## src/hdl/stf_pkg.sv

```systemverilog
// Shared types, constants and frame helpers for the stackmat timer frame engine.
package stf_pkg;

  localparam int FRAME_MAX   = 10;
  localparam int IDX_W       = $clog2(FRAME_MAX);
  localparam int SHORT_LEN   = 6;
  localparam int TIME_LEN    = 10;
  localparam int QUEUE_DEPTH = 4;

  localparam logic [15:0] CRC_INIT = 16'hffff;
  localparam logic [15:0] CRC_POLY = 16'h1021;

  // reciprocals: t/1000 = (t*M) >> 38, t/60000 = (t*M) >> 46, exact for 32-bit t
  localparam logic [31:0] RECIP_1000  = 32'h10624dd3;
  localparam logic [31:0] RECIP_60000 = 32'h45e7b273;

  localparam logic [15:0] READY_DELAY_RESET = 16'd1200;

  // action codes
  localparam logic [2:0] ACT_TICK      = 3'd0;
  localparam logic [2:0] ACT_HANDS_ON  = 3'd1;
  localparam logic [2:0] ACT_READY     = 3'd2;
  localparam logic [2:0] ACT_HANDS_OFF = 3'd3;
  localparam logic [2:0] ACT_START     = 3'd4;
  localparam logic [2:0] ACT_STOP      = 3'd5;
  localparam logic [2:0] ACT_RESET     = 3'd6;

  // register index
  localparam logic REG_READY_DELAY = 1'b0;

  typedef enum logic [2:0] {
    FRM_NONE,
    FRM_HANDS_ON,
    FRM_READY,
    FRM_HANDS_OFF,
    FRM_RUNNING,
    FRM_STOP,
    FRM_RESET
  } frame_kind_t;

  typedef struct packed {
    frame_kind_t  kind;
    logic [31:0]  tval;
    logic         armed;
    logic         running;
    logic [31:0]  shown;
  } frame_desc_t;

  typedef enum logic [1:0] {
    CALC_S0,
    CALC_S1,
    CALC_S2,
    CALC_DONE
  } calc_state_t;

  function automatic logic [15:0] crc_byte(input logic [15:0] c, input logic [7:0] d);
    logic [15:0] x;
    x = c ^ {d, 8'h00};
    for (int b = 0; b < 8; b++) begin
      x = x[15] ? ((x << 1) ^ CRC_POLY) : (x << 1);
    end
    return x;
  endfunction

  function automatic logic [7:0] short_byte(input frame_kind_t kind,
                                            input logic [IDX_W-1:0] idx);
    logic [7:0] code, c_lo, c_hi, r;
    code = 8'h00;
    c_lo = 8'h00;
    c_hi = 8'h00;
    case (kind)
      FRM_HANDS_ON: begin
        code = 8'h06; c_lo = 8'hf8; c_hi = 8'h4e;
      end
      FRM_READY: begin
        code = 8'h01; c_lo = 8'h1f; c_hi = 8'h3e;
      end
      FRM_HANDS_OFF: begin
        code = 8'h02; c_lo = 8'h7c; c_hi = 8'h0e;
      end
      FRM_RUNNING: begin
        code = 8'h03; c_lo = 8'h5d; c_hi = 8'h1e;
      end
      default: begin
        code = 8'h00; c_lo = 8'h00; c_hi = 8'h00;
      end
    endcase
    case (idx)
      IDX_W'(0): r = 8'hfe;
      IDX_W'(1): r = 8'h04;
      IDX_W'(2): r = 8'h01;
      IDX_W'(3): r = code;
      IDX_W'(4): r = c_lo;
      IDX_W'(5): r = c_hi;
      default:   r = 8'h00;
    endcase
    return r;
  endfunction

endpackage

```

## src/hdl/stf_front.sv

```systemverilog
// Front end: holds timer flags and counter, classifies each event into a frame descriptor.
module stf_front import stf_pkg::*; (
  input  logic        clk,
  input  logic        rst,
  input  logic        in_valid,
  input  logic [2:0]  action,
  input  logic        link_connected,
  input  logic        cfg_we,
  input  logic [15:0] cfg_wdata,
  output logic [15:0] ready_delay,
  output frame_desc_t desc
);

  logic        run_state, hands_state, armed_state;
  logic [31:0] elapsed_count, last_time;
  logic        run_next, hands_next, armed_next;
  logic [31:0] elapsed_next, last_time_next;
  frame_kind_t kind;

  always_comb begin
    run_next       = run_state;
    hands_next     = hands_state;
    armed_next     = armed_state;
    elapsed_next   = elapsed_count;
    last_time_next = last_time;
    kind           = FRM_NONE;
    case (action)
      ACT_TICK: begin
        if (elapsed_count != 32'hffffffff) elapsed_next = elapsed_count + 32'd1;
      end
      ACT_HANDS_ON: begin
        if (!run_state && !hands_state) begin
          elapsed_next = '0;
          hands_next   = 1'b1;
          kind         = FRM_HANDS_ON;
        end
      end
      ACT_READY: begin
        if (!armed_state && hands_state && (elapsed_count >= {16'd0, ready_delay})) begin
          armed_next = 1'b1;
          kind       = FRM_READY;
        end
      end
      ACT_HANDS_OFF: begin
        if (!run_state && hands_state) begin
          elapsed_next = '0;
          armed_next   = 1'b0;
          hands_next   = 1'b0;
          kind         = FRM_HANDS_OFF;
        end
      end
      ACT_START: begin
        if (!(run_state && !armed_state)) begin
          run_next     = 1'b1;
          armed_next   = 1'b0;
          hands_next   = 1'b0;
          elapsed_next = '0;
          kind         = FRM_RUNNING;
        end
      end
      ACT_STOP: begin
        if (run_state) begin
          run_next       = 1'b0;
          last_time_next = elapsed_count;
          kind           = FRM_STOP;
        end
      end
      ACT_RESET: begin
        run_next = 1'b0;
        kind     = FRM_RESET;
      end
      default: begin
        kind = FRM_NONE;
      end
    endcase
    // drop the frame while no partner listens
    if (!link_connected) kind = FRM_NONE;

    desc.kind    = kind;
    desc.tval    = last_time_next;
    desc.armed   = armed_next;
    desc.running = run_next;
    desc.shown   = run_next ? elapsed_next : last_time_next;
  end

  always_ff @(posedge clk) begin
    if (rst) begin
      run_state     <= 1'b0;
      hands_state   <= 1'b0;
      armed_state   <= 1'b0;
      elapsed_count <= '0;
      last_time     <= '0;
    end else if (in_valid) begin
      run_state     <= run_next;
      hands_state   <= hands_next;
      armed_state   <= armed_next;
      elapsed_count <= elapsed_next;
      last_time     <= last_time_next;
    end
  end

  always_ff @(posedge clk) begin
    if (rst) begin
      ready_delay <= READY_DELAY_RESET;
    end else if (cfg_we) begin
      ready_delay <= cfg_wdata;
    end
  end

endmodule

```

## src/hdl/stf_queue.sv

```systemverilog
// Short descriptor queue between front and back, head readable without a pop cycle.
module stf_queue import stf_pkg::*; (
  input  logic        clk,
  input  logic        rst,
  input  logic        push,
  input  frame_desc_t push_desc,
  output logic        full,
  input  logic        pop,
  output logic        head_valid,
  output frame_desc_t head
);

  localparam int PTR_W = (QUEUE_DEPTH > 1) ? $clog2(QUEUE_DEPTH) : 1;
  localparam int CNT_W = $clog2(QUEUE_DEPTH + 1);

  frame_desc_t        entries [QUEUE_DEPTH];
  logic [PTR_W-1:0]   wr_ptr, rd_ptr;
  logic [CNT_W-1:0]   count;

  assign full       = (count == CNT_W'(QUEUE_DEPTH));
  assign head_valid = (count != '0);
  assign head       = entries[rd_ptr];

  always_ff @(posedge clk) begin
    if (push) entries[wr_ptr] <= push_desc;
  end

  always_ff @(posedge clk) begin
    if (rst) begin
      wr_ptr <= '0;
      rd_ptr <= '0;
      count  <= '0;
    end else begin
      if (push) wr_ptr <= (wr_ptr == PTR_W'(QUEUE_DEPTH - 1)) ? '0 : wr_ptr + PTR_W'(1);
      if (pop)  rd_ptr <= (rd_ptr == PTR_W'(QUEUE_DEPTH - 1)) ? '0 : rd_ptr + PTR_W'(1);
      case ({push, pop})
        2'b10:   count <= count + CNT_W'(1);
        2'b01:   count <= count - CNT_W'(1);
        default: count <= count;
      endcase
    end
  end

endmodule

```

## src/hdl/stf_back.sv

```systemverilog
// Back end: splits the time, runs the CRC and serializes frame bytes into the output register.
module stf_back import stf_pkg::*; (
  input  logic        clk,
  input  logic        rst,
  input  logic        head_valid,
  input  frame_desc_t head,
  output logic        pop,
  output logic        out_valid,
  input  logic        out_ready,
  output logic [7:0]  out_byte,
  output logic        out_byte_valid,
  output logic        out_last,
  output logic        out_armed,
  output logic        out_running,
  output logic [31:0] out_shown
);

  calc_state_t       calc, calc_next;
  logic [63:0]       prod_sec, prod_min;
  logic [22:0]       total_sec;
  logic [16:0]       minutes;
  logic [9:0]        ms_part;
  logic [5:0]        sec_part;
  logic [15:0]       crc;
  logic [IDX_W-1:0]  idx;
  logic              is_time, load, last_now;
  logic [IDX_W-1:0]  len;
  logic [7:0]        byte_now;
  logic [31:0]       ms_wide;
  logic [22:0]       sec_wide;

  assign is_time = (head.kind == FRM_STOP) || (head.kind == FRM_RESET);

  always_comb begin
    case (head.kind) inside
      FRM_NONE:            len = IDX_W'(1);
      FRM_STOP, FRM_RESET: len = IDX_W'(TIME_LEN);
      default:             len = IDX_W'(SHORT_LEN);
    endcase
  end

  assign last_now = (idx == len - IDX_W'(1));
  assign load     = head_valid && (!out_valid || out_ready) && (!is_time || calc == CALC_DONE);
  assign pop      = load && last_now;

  // time split pipeline, runs on the stable head
  assign ms_wide  = head.tval - (32'(total_sec) * 32'd1000);
  assign sec_wide = total_sec - (23'(minutes) * 23'd60);

  always_ff @(posedge clk) begin
    prod_sec  <= head.tval * RECIP_1000;
    prod_min  <= head.tval * RECIP_60000;
    total_sec <= prod_sec[60:38];
    minutes   <= prod_min[62:46];
    ms_part   <= ms_wide[9:0];
    sec_part  <= sec_wide[5:0];
  end

  always_ff @(posedge clk) begin
    if (rst) calc <= CALC_S0;
    else     calc <= calc_next;
  end

  always_comb begin
    calc_next = calc;
    if (pop) begin
      calc_next = CALC_S0;
    end else if (head_valid) begin
      unique case (calc)
        CALC_S0:   calc_next = CALC_S1;
        CALC_S1:   calc_next = CALC_S2;
        CALC_S2:   calc_next = CALC_DONE;
        CALC_DONE: calc_next = CALC_DONE;
        default:   calc_next = CALC_S0;
      endcase
    end
  end

  always_comb begin
    if (head.kind == FRM_NONE) begin
      byte_now = 8'h00;
    end else if (is_time) begin
      case (idx)
        IDX_W'(0): byte_now = 8'hfe;
        IDX_W'(1): byte_now = 8'h08;
        IDX_W'(2): byte_now = 8'h01;
        IDX_W'(3): byte_now = (head.kind == FRM_STOP) ? 8'h04 : 8'h05;
        IDX_W'(4): byte_now = minutes[7:0];
        IDX_W'(5): byte_now = {2'b00, sec_part};
        IDX_W'(6): byte_now = ms_part[7:0];
        IDX_W'(7): byte_now = {6'd0, ms_part[9:8]};
        IDX_W'(8): byte_now = crc[7:0];
        IDX_W'(9): byte_now = crc[15:8];
        default:   byte_now = 8'h00;
      endcase
    end else begin
      byte_now = short_byte(head.kind, idx);
    end
  end

  always_ff @(posedge clk) begin
    if (rst) begin
      idx <= '0;
      crc <= CRC_INIT;
    end else if (load) begin
      if (last_now) begin
        idx <= '0;
        crc <= CRC_INIT;
      end else begin
        idx <= idx + IDX_W'(1);
        if (idx >= IDX_W'(2) && idx <= IDX_W'(7)) crc <= crc_byte(crc, byte_now);
      end
    end
  end

  always_ff @(posedge clk) begin
    if (rst) begin
      out_valid <= 1'b0;
    end else if (load) begin
      out_valid <= 1'b1;
    end else if (out_ready) begin
      out_valid <= 1'b0;
    end
  end

  always_ff @(posedge clk) begin
    if (load) begin
      out_byte       <= byte_now;
      out_byte_valid <= (head.kind != FRM_NONE);
      out_last       <= last_now;
      out_armed      <= head.armed;
      out_running    <= head.running;
      out_shown      <= head.shown;
    end
  end

  a_status_single : assert property (@(posedge clk) disable iff (rst)
    out_valid && !out_byte_valid |-> out_last)
    else $error("status-only word not marked last");

  a_crc_fresh : assert property (@(posedge clk) disable iff (rst)
    load && (idx == '0) |-> (crc == CRC_INIT))
    else $error("crc not reinitialized at frame start");

  a_time_ready : assert property (@(posedge clk) disable iff (rst)
    load && is_time |-> (calc == CALC_DONE))
    else $error("time frame sent before split finished");

  a_pop_restarts : assert property (@(posedge clk) disable iff (rst)
    pop |=> (idx == '0) && (calc == CALC_S0))
    else $error("back end did not restart after frame");

endmodule

```

## src/hdl/stackmat_timer_frame_engine.sv

```systemverilog
// Top level of the stackmat timer frame engine: stream ports, register port, front/queue/back.
//
// Usage:
//   Input stream (s_*): one word per event; s_tdata[2:0] action (0 tick, 1 hands on,
//   2 ready check, 3 hands off, 4 start, 5 stop, 6 reset), s_tdata[3] link_connected.
//   Output stream (m_*): one word per frame byte, or a single status-only word when
//   no frame goes out; m_tlast marks the final word of each event.
//   Register port: ready_delay_ms at byte address 0; write it only while idle.
// Timing: fixed frames and status words pass through the queue entry and the
//   output register; time frames first wait in states S0, S1 and S2 of the
//   time split by reciprocal multiply before the first byte.
// Throughput: one output word per cycle while m_tready is high and no time split
//   is pending; an event gives 1, 6 or 10 words; the front end takes one event per
//   cycle while the four-entry descriptor queue has room, so ticks stream in back-to-back.
// Reset: flags, counter and stored time clear, ready_delay_ms returns to 1200,
//   queue and output empty; no clearing pass is needed.
// Stall: when m_tready is low the output word holds; the queue fills and then
//   s_tready drops until the back end drains.
module stackmat_timer_frame_engine import stf_pkg::*; (
  input  logic        clk,
  input  logic        rst,
  // input stream
  input  logic        s_tvalid,
  output logic        s_tready,
  input  logic [7:0]  s_tdata,   // [2:0] action, [3] link_connected, [7:4] zero
  // output stream
  output logic        m_tvalid,
  input  logic        m_tready,
  output logic [47:0] m_tdata,   // [7:0] frame_byte, [8] ready_out, [9] running_out,
                                 // [41:10] shown_ms, [47:42] zero
  output logic [0:0]  m_tuser,   // [0] byte_valid
  output logic        m_tlast,   // last word of this event
  // register port
  input  logic        psel,
  input  logic        penable,
  input  logic        pwrite,
  input  logic [2:0]  paddr,
  input  logic [31:0] pwdata,
  output logic [31:0] prdata,
  output logic        pready
);

  frame_desc_t desc, head;
  logic        in_take, q_full, head_valid, pop, cfg_we;
  logic [15:0] ready_delay;
  logic [7:0]  out_byte;
  logic        out_byte_valid, out_armed, out_running;
  logic [31:0] out_shown;

  // register port: always ready, decode on the word index
  assign pready = 1'b1;
  assign cfg_we = psel && penable && pwrite && (paddr[2] == REG_READY_DELAY);
  assign prdata = (paddr[2] == REG_READY_DELAY) ? {16'd0, ready_delay} : 32'd0;

  // take an event whenever the queue has room
  assign s_tready = !q_full;
  assign in_take  = s_tvalid && s_tready;

  stf_front u_front (
    .clk            (clk),
    .rst            (rst),
    .in_valid       (in_take),
    .action         (s_tdata[2:0]),
    .link_connected (s_tdata[3]),
    .cfg_we         (cfg_we),
    .cfg_wdata      (pwdata[15:0]),
    .ready_delay    (ready_delay),
    .desc           (desc)
  );

  stf_queue u_queue (
    .clk        (clk),
    .rst        (rst),
    .push       (in_take),
    .push_desc  (desc),
    .full       (q_full),
    .pop        (pop),
    .head_valid (head_valid),
    .head       (head)
  );

  stf_back u_back (
    .clk            (clk),
    .rst            (rst),
    .head_valid     (head_valid),
    .head           (head),
    .pop            (pop),
    .out_valid      (m_tvalid),
    .out_ready      (m_tready),
    .out_byte       (out_byte),
    .out_byte_valid (out_byte_valid),
    .out_last       (m_tlast),
    .out_armed      (out_armed),
    .out_running    (out_running),
    .out_shown      (out_shown)
  );

  // pack the output word, frame byte lowest
  assign m_tdata    = {6'd0, out_shown, out_running, out_armed, out_byte};
  assign m_tuser[0] = out_byte_valid;

endmodule

```

## config.mk

```make
export PLATFORM = sky130hd
export DESIGN_NAME = stackmat_timer_frame_engine
export DESIGN_NICKNAME = d
export VERILOG_FILES = /design/src/hdl/stf_pkg.sv /design/src/hdl/stf_front.sv /design/src/hdl/stf_queue.sv /design/src/hdl/stf_back.sv /design/src/hdl/stackmat_timer_frame_engine.sv
export SDC_FILE = /design/constraint.sdc
export NUM_CORES = 2
export LEC_CHECK = 0
export ABC_CLOCK_PERIOD_IN_PS = 10300
export BUFFER_PORTS_ARGS = -buffer_cell sky130_fd_sc_hd__buf_2
export CORE_MARGIN = 3
export CORE_UTILIZATION = 55
export CTS_BUF_LIST = sky130_fd_sc_hd__clkbuf_8
export CTS_CLUSTER_SIZE = 28
export DETAILED_ROUTE_END_ITERATION = 7
export PLACE_DENSITY = 0.72
export SYNTH_ARGS = -nofsm -noshare
export SYNTH_HDL_FRONTEND = slang
export SYNTH_SLANG_ARGS = --single-unit
```

## constraint.sdc

```tcl
create_clock -name clk -period 10.3 [get_ports clk]
set_clock_uncertainty 0.05 [all_clocks]
set_input_delay 0 -clock clk [delete_from_list [all_inputs] [get_ports clk]]
set_output_delay 0 -clock clk [all_outputs]
set_load 0.02 [all_outputs]
```

==> results.toml <==
[logic_synthesis]
synthArstFlopShare_pct = 0
yosysSeqAreaShare_pct = 27.2
syn_area_sq_mm = 0.0472
synth-edff-count = 320
synth_area_leaders = "fa_1, edfxtp_1, ha_1"
synth_commonest_cells = "inv_1, fa_1, ha_1, edfxtp_1, nor2_1"
ys_types = 80
yosysTopAreaCellShare_pct = 28.3
synth_cells = 4251
ys.flop_type = "edfxtp_1"
synth.most_common_cell = "inv_1"
synth.largest_area_cell = "fa_1"
ys_ff_latch = 481
postSynthAreaPerCell_sq_um = 11.1
yosys_warnings = 0

[setup_path]
cp.required_ps = 10800
crit_fanout = 34
path_buf_inv = 6
critical_path_class = "register to register"
cp.arrival_ps = 9400
crit_slowest_cell = "mux4_2"
cpMostUsedCell = "fa_1"
cp_slowest_stage_delay_ps = 960
crit_family = "adder cells"
critPathLaunchType = "register"
cp-end-kind = "register"

[cells_and_area]
layout-drive-gt1-share_pct = 7.42
final_nets = 5676
final_cell_area_sq_mm = 0.0505
fin_cells = 5544
area_delta_synth_final_pct = 6.90

[floorplan]
initial_core_util_pct = 56.0
floorplan.die.height_um = 299
chipWidth_um = 299
num_rows = 106
dieArea_sq_mm = 0.0894
core-area_sq_mm = 0.0844
pin_count = 135

[drt]
first_pass_iters = 6
drcViolationCount = 0
vias = 31000
drtIter0Drc = 2520
antenna_left = 0
avgRoutedWirePerCell_um = 22.4
drt-total-wl_mm = 124
routed_via_density = 5.58

[clocking]
cts_root_buf = "clkbuf_8"
cts_buffers = 67
cts_resized = 0
cts_max_level = 3
clkTransAtPathRegs_ps = 70
cts_max_path_buffers = 3
cts_setup_buffers = 0
cts_sinks = 481
cts_tree = "yes"
clk_latency_ps = 640

[global_route]
grt_pass1_vias = 32400
grt_usage_pct = 28.6
grt_pass1_wl_mm = 193
antenna_found_initial = 1
grt_max_degree = 85
grt_overflow_total = 0

[sta]
worstMarginPinSlew_ps = 1130
timing.fmax_ghz = 0.112
fin_setup_tns_ps = 0
finalCritPeriodShare_pct = 86.4
finalMaxSlewViolations = 0
final-hold-violation-count = 0
slew_headroom_pct = 24.7
rsz0062_at_grt = "no"
period_needed_ps = 8900
hold_ws_ps = 71.3
setup_viol = 0

[placement]
dp_hpwl_mm = 99.5
dp_cells = 5395
gp_congestion = 0.967
portBuffers = 89
dpl_cell_area_sq_mm = 0.0488

[status]
status = "finished clean"

[job]
cap_viol_max_count = 0

[worst_hold_path]
hold_path_class = "input port to register"
-- stage by stage --
step                      util [%]  worst slack (ps)
after floorplan                  -              1880
after global placement        57.9              1480
after detailed placement      57.9              1410
after CTS                     59.8              1380
after global routing          59.8              1020
final                         59.8              1400
-- logic make-up after synthesis --
family,count (synthesis),synth area share (%)
buffers and inverters,1247,10.2
and+or+nand+nor,563,5.69
other,2,0.0159
xor gates and xnor gates,90,1.76
adders and majority gates,1272,44.3
muxes,112,4.25
DFF,481,27.2
AOI/OAI and AO/OA,484,6.61
-- per-layer routing --
metal  GRT usage, %  vias up  share of wire (%)
li1               -    13900                  -
met1           40.3    15600                 42
met2           45.2     1186                 47
met3           4.84      194                7.3
met4           9.58        0                3.7
met5              0        -                  0
-- placed cells by master (no fill, tap or decap), types with 18 or more instances in the layout --
| cell | n |
|---|---|
| nand3_1 | 40 |
| nor2_1 | 199 |
| and3_1 | 24 |
| xnor2_1 | 58 |
| mux2i_1 | 25 |
| clkbuf_8 | 72 |
| inv_1 | 1147 |
| dlygate4sd3_1 | 24 |
| fa_1 | 668 |
| dfxtp_1 | 159 |
| ha_1 | 604 |
| buf_4 | 23 |
| a31oi_1 | 26 |
| buf_2 | 88 |
| mux4_2 | 69 |
| mux2_2 | 18 |
| a21oi_1 | 155 |
| conb_1 | 23 |
| a21o_1 | 57 |
| a311oi_1 | 18 |
| o21ai_0 | 82 |
| nor2b_1 | 22 |
| nand2_1 | 118 |
| a211oi_1 | 41 |
| nand2b_1 | 22 |
| edfxtp_1 | 320 |
| nor3_1 | 47 |
| xor2_1 | 26 |
-- state kept, by name, summed over array words and instances (netlist names), 2 cells and up, named ones only --
name	count
u_back.ms_part	10
u_back.idx	4
u_back.total_sec	7
u_front.ready_delay	16
u_queue.count	3
u_back.crc	16
u_front.last_time	32
u_back.prod_sec	7
u_back.calc	2
u_queue.entries	276
u_back.out_shown	32
u_back.prod_min	8
u_back.sec_part	6
u_front.elapsed_count	32
u_queue.rd_ptr	2
u_queue.wr_ptr	2
u_back.minutes	8
u_back.out_byte	8
-- what timing repair did --
action | CTS | global route
endpoints found under the setup margin | 0 | 0
endpoints found under the hold margin | 93 | 0
hold buffers | 24 | 0
-- final timing paths --
check	slack (ps)	cells after the start	endpoint	startpoint
max	1400	25	u_back.prod_min[53]	register
min	70	3	u_front.ready_delay[5]	pwdata[5]
max reg2reg	1400	25	u_back.prod_min[53]	register
min reg2reg	270	0	u_back.total_sec[6]	u_back.prod_sec[44]
-- layout make-up --
type / instances / area, sq um
tap: 1134 / 1420
multi-input combinational: 2544 / 29700
antenna: 1 / 2.50
inverter: 1125 / 4220
sequential: 481 / 12800
clock buffer: 72 / 991
timing repair buffer: 135 / 853
clock inverter: 52 / 433
fill: 6901 / 33900
-- worst register-to-register path: stages, from the launching register on --
cell and delay [ps]:
dfxtp_4 770, mux4_2 1010, ha_1 480, inv_1 90
fa_1 530, inv_1 60, fa_1 470, inv_1 70
fa_1 530, inv_1 70, fa_1 460, fa_1 440
fa_1 520, inv_1 60, fa_1 500, inv_1 40
ha_1 330, and3_1 240, and4_1 300, nand3_1 120
nor4_1 630, or3_1 290, and4_1 330, o2111ai_1 160
nand3b_1 120, xnor2_1 140
Power is left out: the tool's default activity adds up to more than one toggle a clock period on the data nets, which glitch-free logic cannot reach.
